==> config.mk <==
export PLATFORM = sky130hd
export DESIGN_NAME = lwsd_divider
export DESIGN_NICKNAME = d
export VERILOG_FILES = /design/src/rtl/lwsd_divider.sv
export SDC_FILE = /design/constraint.sdc
export NUM_CORES = 1
export LEC_CHECK = 0
export BUFFER_PORTS_ARGS = -buffer_cell sky130_fd_sc_hd__buf_2
export CAP_MARGIN = 30
export CELL_PAD_IN_SITES_DETAIL_PLACEMENT = 1
export CELL_PAD_IN_SITES_GLOBAL_PLACEMENT = 1
export CORE_ASPECT_RATIO = 0.75
export CORE_MARGIN = 10
export CORE_UTILIZATION = 25
export CTS_BUF_LIST = sky130_fd_sc_hd__clkbuf_8
export CTS_CLUSTER_DIAMETER = 100
export DETAILED_ROUTE_END_ITERATION = 6
export PLACE_DENSITY_LB_ADDON = 0.08
export SLEW_MARGIN = 10
export SYNTH_ARGS = -nofsm -noshare
export SYNTH_HDL_FRONTEND = slang
export SYNTH_SLANG_ARGS = --single-unit
==> constraint.sdc <==
create_clock -name clk -period 2.95 [get_ports clk]
set_clock_uncertainty 0.2 [all_clocks]
set_input_delay 0.295 -clock clk [delete_from_list [all_inputs] [get_ports clk]]
set_output_delay 0.295 -clock clk [all_outputs]
set_load 0.01 [all_outputs]
==> src/rtl/lwsd_divider.sv <==
`default_nettype none
// ----------------------------------------------------------------------------
// lwsd_divider
// Restoring divider, one quotient bit per cycle.
// ----------------------------------------------------------------------------
module lwsd_divider #(
	parameter int NumW = 24,
	parameter int DenW = 8
) (
	input  wire             clk,
	input  wire             arst_n,
	input  wire             start,
	input  wire [NumW-1:0]  dividend,
	input  wire [DenW-1:0]  divisor,
	output logic            busy,
	output logic            done,
	output logic [NumW-1:0] quotient
);
	localparam int CntW = $clog2(NumW + 1);

	logic [CntW-1:0] cnt_q;
	logic            busy_q;
	logic            done_q;
	logic [NumW-1:0] quot_q;
	logic [DenW-1:0] den_q;
	logic [DenW:0]   rem_q;
	logic [DenW:0]   shifted;
	logic [DenW:0]   diff;
	logic            fits;

	assign shifted = {rem_q[DenW-1:0], quot_q[NumW-1]};
	assign fits    = shifted >= {1'b0, den_q};
	assign diff    = shifted - {1'b0, den_q};

	always_ff @(posedge clk or negedge arst_n) begin
		if (!arst_n) begin
			busy_q <= 1'b0;
			done_q <= 1'b0;
			cnt_q  <= '0;
		end else if (start) begin
			busy_q <= 1'b1;
			done_q <= 1'b0;
			cnt_q  <= CntW'(NumW);
		end else if (busy_q) begin
			cnt_q <= cnt_q - CntW'(1);
			if (cnt_q == CntW'(1)) begin
				busy_q <= 1'b0;
				done_q <= 1'b1;
			end
		end else begin
			done_q <= 1'b0;
		end
	end

	always_ff @(posedge clk) begin
		if (start) begin
			quot_q <= dividend;
			den_q  <= divisor;
			rem_q  <= '0;
		end else if (busy_q) begin
			rem_q  <= fits ? diff : shifted;
			quot_q <= {quot_q[NumW-2:0], fits};
		end
	end

	assign busy     = busy_q;
	assign done     = done_q;
	assign quotient = quot_q;

endmodule
`default_nettype wire

==> flow_summary.ini <==
[clock_tree]
cts_buffers = 5
cts_sinks = 47
clk-insertion-delay-late_ns = 0.31
htree_levels = 2
clkTransAtPathRegs_ns = 0.09
cts-root-buf = clkbuf_8
cts_setup_buffers = 0
cts_tree = yes
cts_buffer_depth = 2

[logic_synthesis]
synthesis.area_um2 = 2350
synth_cell_types = 42
synth_flop_cell = edfxtp_1
synthCells = 186
syn_avg_cell_area_um2 = 12.6
synth-async-reset-ratio_pct = 14.9
synth_nets = 232
ys_ff_latch = 47
yosysWarningCount = 0
synth-edff-count = 32
ys_seq_area_share_pct = 55.2

[setup_path]
critical_path.cell_chain = inv_1, ha_1, fa_1, nand2b_1, a21oi_1, nand3_1, and4_1, o31ai_2
crit_slowest_cell = fa_1
reg2reg_slack_ns = 0.78
r2r_cells = 8
end_kind = flop
cp_max_fo = 3
cp_slowest_stage_delay_ns = 0.42
r2r-start = quotient[23]$_DFFE_PP_
critPathTopFamily = adder cells
cp_num_buf_inv = 1
crit_type = reg -> reg
worstReg2RegEnd = rem_q[6]$_SDFFE_PP0P_
worstPathRequired_ns = 2.98
start_kind = flop
cp.arrival_ns = 2.21

[drt]
wl_per_cell_um = 15.4
vias_per_cell = 4.23
vias = 1646
drc_errors = 0
wirelength_um = 6000
antenna_left = 0
first_pass_iters = 4
drt_iter0_drc = 96

[hold_path]
hold_start = dividend[5]
holdPathEnd = quotient[5]$_DFFE_PP_
min_path_cells = 2
hold_class = in -> reg

[die]
initial_core_util_pct = 25.8
die_y_um = 104
core_um2 = 9080
ios = 61
die_w_um = 132
rows = 30
dieArea_um2 = 13700

[global_route]
grt_pass1_wl_um = 9650
antenna_found_initial = 0
overflow = 0
grt_pass1_vias = 1842
grt_usage_pct = 8.86
grt_start_max_net_pins = 25

[placement]
place_area_um2 = 2800
hpwl_um = 4630
gp_congestion = 0.717
port_buffers = 60

[sta]
hold_viol_final = 0
period_needed_ns = 2.17
whs_ns = 0.0817
finalMaxSlewViolations = 0
tightest_slew_ns = 0.457
fin_tns_setup_ns = 0
rsz0062_at_grt = false
slew-limit-headroom_pct = 69.6
finalSetupViolCount = 0
fin_crit_sh_pct = 73.7
max_freq_ghz = 0.460

[final_layout]
seq_area_um2 = 1300
nets = 306
multi_input_area_um2 = 961
final_cell_mix = buf_2 (60), edfxtp_1 (32), mux2_2 (24)
design_area_um2 = 3030
area.growth.synth_to_final_pct = 28.9
num_antenna_cells = 0
fillCellCount = 1017
final_common_cell = buf_2
utilization_pct = 33.3
final_layout_size_suffix_gt1_share_pct = 39.8

[pwr]
p_leak_nw = 1.28
irDropWorstVdd_uv = 195
p_per_area_nw_per_um2 = 705
power_mw = 2.13

[run_status]
status = finished, final reports clean

[flow_run]
drv_cap = 0
flip-flops by register name, summed over array words and instances, names as in the netlist:
name      cells
busy          1
cnt_q         5
den_q         8
done          1
quotient     24
rem_q         8
through the flow:
step	std cells	setup slack, ns
after floorplan	186	0.900
after global placement	372	0.756
after detailed placement	372	0.784
after CTS	389	0.760
after global routing	389	0.650
final	389	0.777
synth_stat cells, drive strengths merged, types with 3 or more instances:
cell	number	share of area [%]
a211oi	3	1.2
a21oi	7	1.8
buf	4	1.1
dfrtp	7	7.5
dfxtp	8	6.8
edfxtp	32	41
ha	10	5.3
inv	15	2.4
mux2	25	12
mux2i	4	1.7
nand2	12	1.9
nand2b	5	1.3
nor2	14	2.2
nor2b	3	0.91
o21ai	6	1.3
xnor2	6	2.2
xor2	3	1.1
layout make-up:
type,instances,share of cell area (%)
clock buffer,5,2.27
clock inverter,3,2.11
inverter,15,1.86
multi-input combinational,118,31.7
sequential,47,42.8
tap,128,5.29
timing repair buffer,73,13.9
layer usage:
| metal | global-route usage (%) | up-vias | wire length (µm) |
|---|---|---|---|
| met3 | 2.17 | 8 | 151 |
| met4 | 4.04 | 0 | 109 |
| li1 | - | 812 | - |
| met1 | 10.5 | 798 | 2830 |
| met2 | 14.8 | 28 | 2910 |
| met5 | 0 | - | 0 |
worst register-to-register path: stages, from the launching register on:
cell and delay, ns:
edfxtp_1 0.35, inv_1 0.06, ha_1 0.22, fa_1 0.42
nand2b_1 0.18, a21oi_1 0.20, nand3_1 0.10, and4_1 0.21
o31ai_2 0.16
cell families (layout without fill, tap and decap cells):
logic type,after synthesis,in the layout,synth area share [%]
AOI/OAI and AO/OA,26,26,8.48
and+or+nand+nor,43,43,9.06
DFF,47,47,55.2
muxes,29,29,13.9
xor gates and xnor gates,9,9,3.36
adders and majority gates,11,11,6.18
buffers and inverters,21,96,3.84
where the power goes:
group | total, mW | internal [mW] | switching (mW) | leakage [nW]
Combinational | 0.680 | 0.324 | 0.356 | 0.728
Clock | 0.563 | 0.335 | 0.228 | 0.0695
Sequential | 0.890 | 0.820 | 0.0704 | 0.479
Total | 2.13 | 1.48 | 0.654 | 1.28
worst max-delay path by stage:
| stage | to | from | depth (start not counted) | slack [ns] |
|---|---|---|---|---|
| after floorplan | rem_q[6]$_SDFFE_PP0P_ | quotient[23]$_DFFE_PP_ | 8 | 0.90 |
| after global placement | rem_q[0]$_SDFFE_PP0P_ | rem_q[4]$_SDFFE_PP0P_ | 6 | 0.76 |
| after detailed placement | rem_q[6]$_SDFFE_PP0P_ | quotient[23]$_DFFE_PP_ | 8 | 0.78 |
| after CTS | rem_q[6]$_SDFFE_PP0P_ | quotient[23]$_DFFE_PP_ | 8 | 0.76 |
| after global routing | rem_q[6]$_SDFFE_PP0P_ | quotient[23]$_DFFE_PP_ | 8 | 0.65 |
| final | rem_q[6]$_SDFFE_PP0P_ | quotient[23]$_DFFE_PP_ | 8 | 0.78 |
timing repair:
item,in CTS,in global routing
setup endpoints to repair,0,0
hold endpoints to repair,15,0
resized for setup,0,0
hold buffers,9,0
No activity file was read; power rests on OpenSTA's default activity.
