### src/rtl/lwsd_pkg.sv
`default_nettype none
// ----------------------------------------------------------------------------
// lwsd_pkg
// Shared constants and types of the local window standard deviation filter.
// ----------------------------------------------------------------------------
package lwsd_pkg;

	localparam int MAX_WIDTH = 1024;
	localparam int MAX_HALF  = 7;

	// square root: 16-bit radicand, 8-bit root
	localparam int RAD_W  = 16;
	localparam int ROOT_W = 8;

	typedef enum logic [2:0] {
		ST_IDLE,
		ST_ACC,
		ST_FLUSH,
		ST_MUL,
		ST_DIV_GO,
		ST_DIV,
		ST_ROOT,
		ST_SEND
	} state_t;

	typedef struct packed {
		logic              valid;
		logic [RAD_W-1:0]  radicand;
		logic [ROOT_W-1:0] root;
	} sqrt_bus_t;

endpackage
`default_nettype wire

### src/rtl/lwsd_sqrt_cell.sv
`default_nettype none
// ----------------------------------------------------------------------------
// lwsd_sqrt_cell
// One cell of the square root chain: settles one root bit per cell.
// ----------------------------------------------------------------------------
module lwsd_sqrt_cell #(
	parameter int Bit = 0
) (
	input  wire                 clk,
	input  wire                 arst_n,
	input  lwsd_pkg::sqrt_bus_t din,
	output lwsd_pkg::sqrt_bus_t dout
);
	localparam int RW = lwsd_pkg::ROOT_W;
	localparam int QW = lwsd_pkg::RAD_W;
	localparam logic [RW-1:0] TrialBit = {{(RW-1){1'b0}}, 1'b1} << Bit;

	logic [RW-1:0]   trial;
	logic [2*RW-1:0] square;
	logic            valid_q;
	logic [QW-1:0]   radicand_q;
	logic [RW-1:0]   root_q;

	assign trial  = din.root | TrialBit;
	assign square = (2*RW)'(trial) * (2*RW)'(trial);

	always_ff @(posedge clk or negedge arst_n) begin
		if (!arst_n) begin
			valid_q <= 1'b0;
		end else begin
			valid_q <= din.valid;
		end
	end

	always_ff @(posedge clk) begin
		radicand_q <= din.radicand;
		root_q     <= (QW'(square) <= din.radicand) ? trial : din.root;
	end

	assign dout = '{valid: valid_q, radicand: radicand_q, root: root_q};

endmodule
`default_nettype wire

### config.mk
export PLATFORM = sky130hd
export DESIGN_NAME = lwsd_sqrt_cell
export DESIGN_NICKNAME = d
export VERILOG_FILES = /design/src/rtl/lwsd_pkg.sv /design/src/rtl/lwsd_sqrt_cell.sv
export SDC_FILE = /design/constraint.sdc
export NUM_CORES = 1
export LEC_CHECK = 0
export BUFFER_PORTS_ARGS = -buffer_cell sky130_fd_sc_hd__buf_2
export CAP_MARGIN = 40
export CORE_MARGIN = 1.5
export CORE_UTILIZATION = 56
export CTS_BUF_LIST = sky130_fd_sc_hd__clkbuf_4 sky130_fd_sc_hd__clkbuf_8 sky130_fd_sc_hd__clkbuf_16
export DETAILED_ROUTE_END_ITERATION = 12
export PLACE_DENSITY = 0.81
export SLEW_MARGIN = 40
export SYNTH_ARGS = -nofsm -noshare
export SYNTH_HDL_FRONTEND = slang
export SYNTH_SLANG_ARGS = --single-unit
### constraint.sdc
create_clock -name clk -period 0.9 [get_ports clk]
set_clock_uncertainty 0.05 [all_clocks]
set_input_delay 0.18 -clock clk [delete_from_list [all_inputs] [get_ports clk]]
set_output_delay 0.18 -clock clk [all_outputs]
set_load 0.05 [all_outputs]
==> results.txt <==
- CTS buffer count: 3
* Worst setup SP type: input port
- GRT overflow: 0
* Most used cells in the layout excluding fill and tap cells: sky130_fd_sc_hd__buf_4 (59), sky130_fd_sc_hd__inv_1 (53), sky130_fd_sc_hd__ha_1 (38)
* # IOs: 52
* Area growth syn-to-layout: 60.3%
- Number of warning messages in the yosys log: 0
- Maximum ir drop on the vdd rail: 0.00209 V
- The clock net in this run drives a total of 25 sinks.
- The first detailed-routing pass took 6 iterations.
* Combined area of all synthesized cells: around 2500 sq um
- Fill cells in the final layout number 138.
- Final setup violation count: 26
- After layout, the worst setup slack is -3860 ps.
* Final #Nets: approximately 510
- Category of the critical setup timing path: in2reg
- Remaining design rule violation count: 0
- DRT iter0 DRCs: between 300 and 400
* Violations in the final reports: setup timing
* Ant. Diodes: 0
- After floorplanning, the core was divided into 24 placement rows.
* Maximum clock frequency: between 200 and 250 MHz
- Result of the run: complete, but fails checks
- Worst slack at placement: -3810 ps
- Across the run, the number of max-cap violations was 0.
- After synthesis, the share of flip-flops with an asynchronous set or reset is 4.00%.
- Cells with a size suffix above 1 make up 46.3% of the layout.
* Largest net degree at the start of global routing: 16
- Count of pins over their slew limit: 0
* H-tree levels: 1
- The first global-routing pass estimated about 14000 um of wire.
* Floorplan die area: roughly 4900 sq um
- Leakage power total: 2.04 nW
- Final Routed Wirelength: between 10000 and 15000 um
* Largest fanout on the critical path: 4
- Global-route usage over all layers: between 30% and 40%
- Initial core utilization: about three fifths
- TritonCTS built the clock tree.
- Last weighted congestion value of the routability-driven placer: ~0.86
- Unrepaired setup endpoints after global routing: true
- The core region is 4350 sq um.
- In the final routed layout, each cell accounts on average for about 24 um.
* Placed wire-length estimate after detailed placement: between 4000 and 5000 um
- Via count of the first global-routing pass: about 3000
* Synthesized instance count: 278
- In this run the worst hold path is classified as in2reg.
- Register bit total from synthesis: 25
- The count of buffers added on input and output ports is 51.
- At the worst endpoint, the required time is 1070 ps.
* Horizontal die dimension: roughly 70 um
- Once placement finished, the instance area stood at ~3300 sq um.
- Portion of the post-synthesis area used by sequential elements: 20.0%
* Relative slew slack: 74.7%
- Clk pin slew, worst setup/hold paths: 120 ps
- In this run the vertical extent of the chip is about 70 um.
- The worst setup path is captured at a flip-flop.
- Routed vias/inst: 6.17
- Minimum period implied by the final worst setup slack: ~4800 ps
* Crit path DAT: around 4900 ps
* Accumulated negative setup slack: -7590 ps
- Period utilisation layout: 529%
- The number of failing hold endpoints at the final stage came to 0.
* Cell at the root of the clock tree: sky130_fd_sc_hd__clkbuf_8
* Initial antenna violation count: 0
* Commonest register cell after synthesis: sky130_fd_sc_hd__dfxtp_1
- The number of nets in the synthesized netlist is 375.
* Max clock buf depth: 2
- The netlist uses 35 different library cells.
- The library cell used most frequently in the layout, excluding fill and tap cells, is sky130_fd_sc_hd__buf_4.
- Actual transition at the worst max-transition pin: 378 ps
- Layout Cell Area excl Fill: ~4000 sq um
* Total via count after detailed routing: 2849
- Dividing total power by cell area gives a power density of between 2000 and 3000 nW/um^2.
* Post-detailed-route count of antenna-violating nets: 0
- EDFF count, synth: 0
- Averaged over all synthesized cells, the footprint is slightly above 9 sq um.
==> registers in the layout, indices dropped and copies added (netlist names) <==
name,count
radicand_q,16
root_q,8
valid_q,1
==> timing repair <==
action,CTS,global route
gates resized for setup,105,32
hold endpoints to repair,19,0
endpoints found under the setup margin,26,26
setup buffers,7,2
hold buffers,19,0
pin swaps,30,17
==> metrics by stage <==
| stage | util (%) | std cells | hold WS (ps) | power (mW) |
|---|---|---|---|---|
| detailed placement | 76.4 | 430 | -94.3 | 7.67 |
| finish | 93.1 | 462 | 39.4 | 11.4 |
| floorplan | - | 278 | -166 | 5.87 |
| CTS | 89.8 | 460 | 57.6 | 9.25 |
| global placement | 76.4 | 430 | -94.5 | 7.40 |
| global route | 93.1 | 462 | 54.0 | 11.7 |
==> synth_stat cells (2+ instances only) <==
| library cell | instances | area [sq um] |
|---|---|---|
| sky130_fd_sc_hd__xnor2_1 | 10 | 87.6 |
| sky130_fd_sc_hd__fa_1 | 25 | 500 |
| sky130_fd_sc_hd__dfxtp_1 | 24 | 480 |
| sky130_fd_sc_hd__nand2b_1 | 4 | 25.0 |
| sky130_fd_sc_hd__nor2_1 | 16 | 60.1 |
| sky130_fd_sc_hd__ha_1 | 45 | 563 |
| sky130_fd_sc_hd__a21o_1 | 4 | 30.0 |
| sky130_fd_sc_hd__nor3_1 | 3 | 15.0 |
| sky130_fd_sc_hd__or2_2 | 4 | 25.0 |
| sky130_fd_sc_hd__a21oi_1 | 14 | 70.1 |
| sky130_fd_sc_hd__inv_1 | 61 | 229 |
| sky130_fd_sc_hd__and2_1 | 8 | 50.1 |
| sky130_fd_sc_hd__nand2_1 | 14 | 52.6 |
| sky130_fd_sc_hd__xor2_1 | 5 | 43.8 |
| sky130_fd_sc_hd__nand4_1 | 4 | 25.0 |
| sky130_fd_sc_hd__nand3_1 | 3 | 15.0 |
| sky130_fd_sc_hd__nor2b_1 | 3 | 18.8 |
| sky130_fd_sc_hd__a211oi_1 | 3 | 22.5 |
| sky130_fd_sc_hd__o21ai_1 | 3 | 15.0 |
| sky130_fd_sc_hd__o21a_1 | 2 | 15.0 |
| sky130_fd_sc_hd__o21ai_0 | 9 | 45.0 |
==> report_power, final <==
group          internal [mW]  switching [mW]
clock                  0.319           0.520
combinational           4.04            5.24
sequential              1.19          0.0473
total                   5.55            5.81
==> layout make-up <==
type / count / area [sq um] / area share, %
multi-input cells: 190 / 2010 / 49.6
repair buffers: 130 / 1150 / 28.4
flip-flops and latches: 25 / 534 / 13.2
inverters: 61 / 243 / 5.99
well taps: 52 / 65.1 / 1.61
clock buffers: 3 / 41.3 / 1.02
clock inverters: 1 / 7.51 / 0.185
==> cell families after synthesis <==
family                     synth area share [%]
AOI/OAI and AO/OA                          10.4
DFF                                        20.0
and+or+nand+nor                            12.9
adders and majority gates                  42.1
buffers and inverters                      9.50
xor gates and xnor gates                   5.20
==> path summary, 6_finish.rpt <==
kind / startpoint / endpoint / slack (ps) / depth (start not counted)
setup / recovery: din[5] / root_q[0] / -3860 / 19
hold / removal: din[0] / root_q[0] / 40 / 2
max in group asynchronous: arst_n / valid_q / 580 / 2
min in group asynchronous: arst_n / valid_q / 140 / 2
==> routing by layer <==
metal	global-route usage [%]	routed length (um)
met1	41.5	3730
met3	5.19	977
met4	21.6	955
met2	67.7	5420
met5	0	0
==> critical path: stages <==
cell and delay (ps):
sky130_fd_sc_hd__buf_8 90, sky130_fd_sc_hd__clkinvlp_4 130, sky130_fd_sc_hd__nor2_4 140, sky130_fd_sc_hd__fa_1 470, sky130_fd_sc_hd__fa_2 560, sky130_fd_sc_hd__inv_2 50, sky130_fd_sc_hd__fa_1 530, sky130_fd_sc_hd__fa_1 560
sky130_fd_sc_hd__inv_2 70, sky130_fd_sc_hd__ha_4 310, sky130_fd_sc_hd__o21a_1 220, sky130_fd_sc_hd__nand2_2 120, sky130_fd_sc_hd__a21boi_1 220, sky130_fd_sc_hd__xor2_1 130, sky130_fd_sc_hd__ha_1 360, sky130_fd_sc_hd__nand4_1 180
sky130_fd_sc_hd__nor2_2 190, sky130_fd_sc_hd__o21ai_1 110, sky130_fd_sc_hd__a221o_1 300
Note: power is estimated with default switching activity, not from simulation.
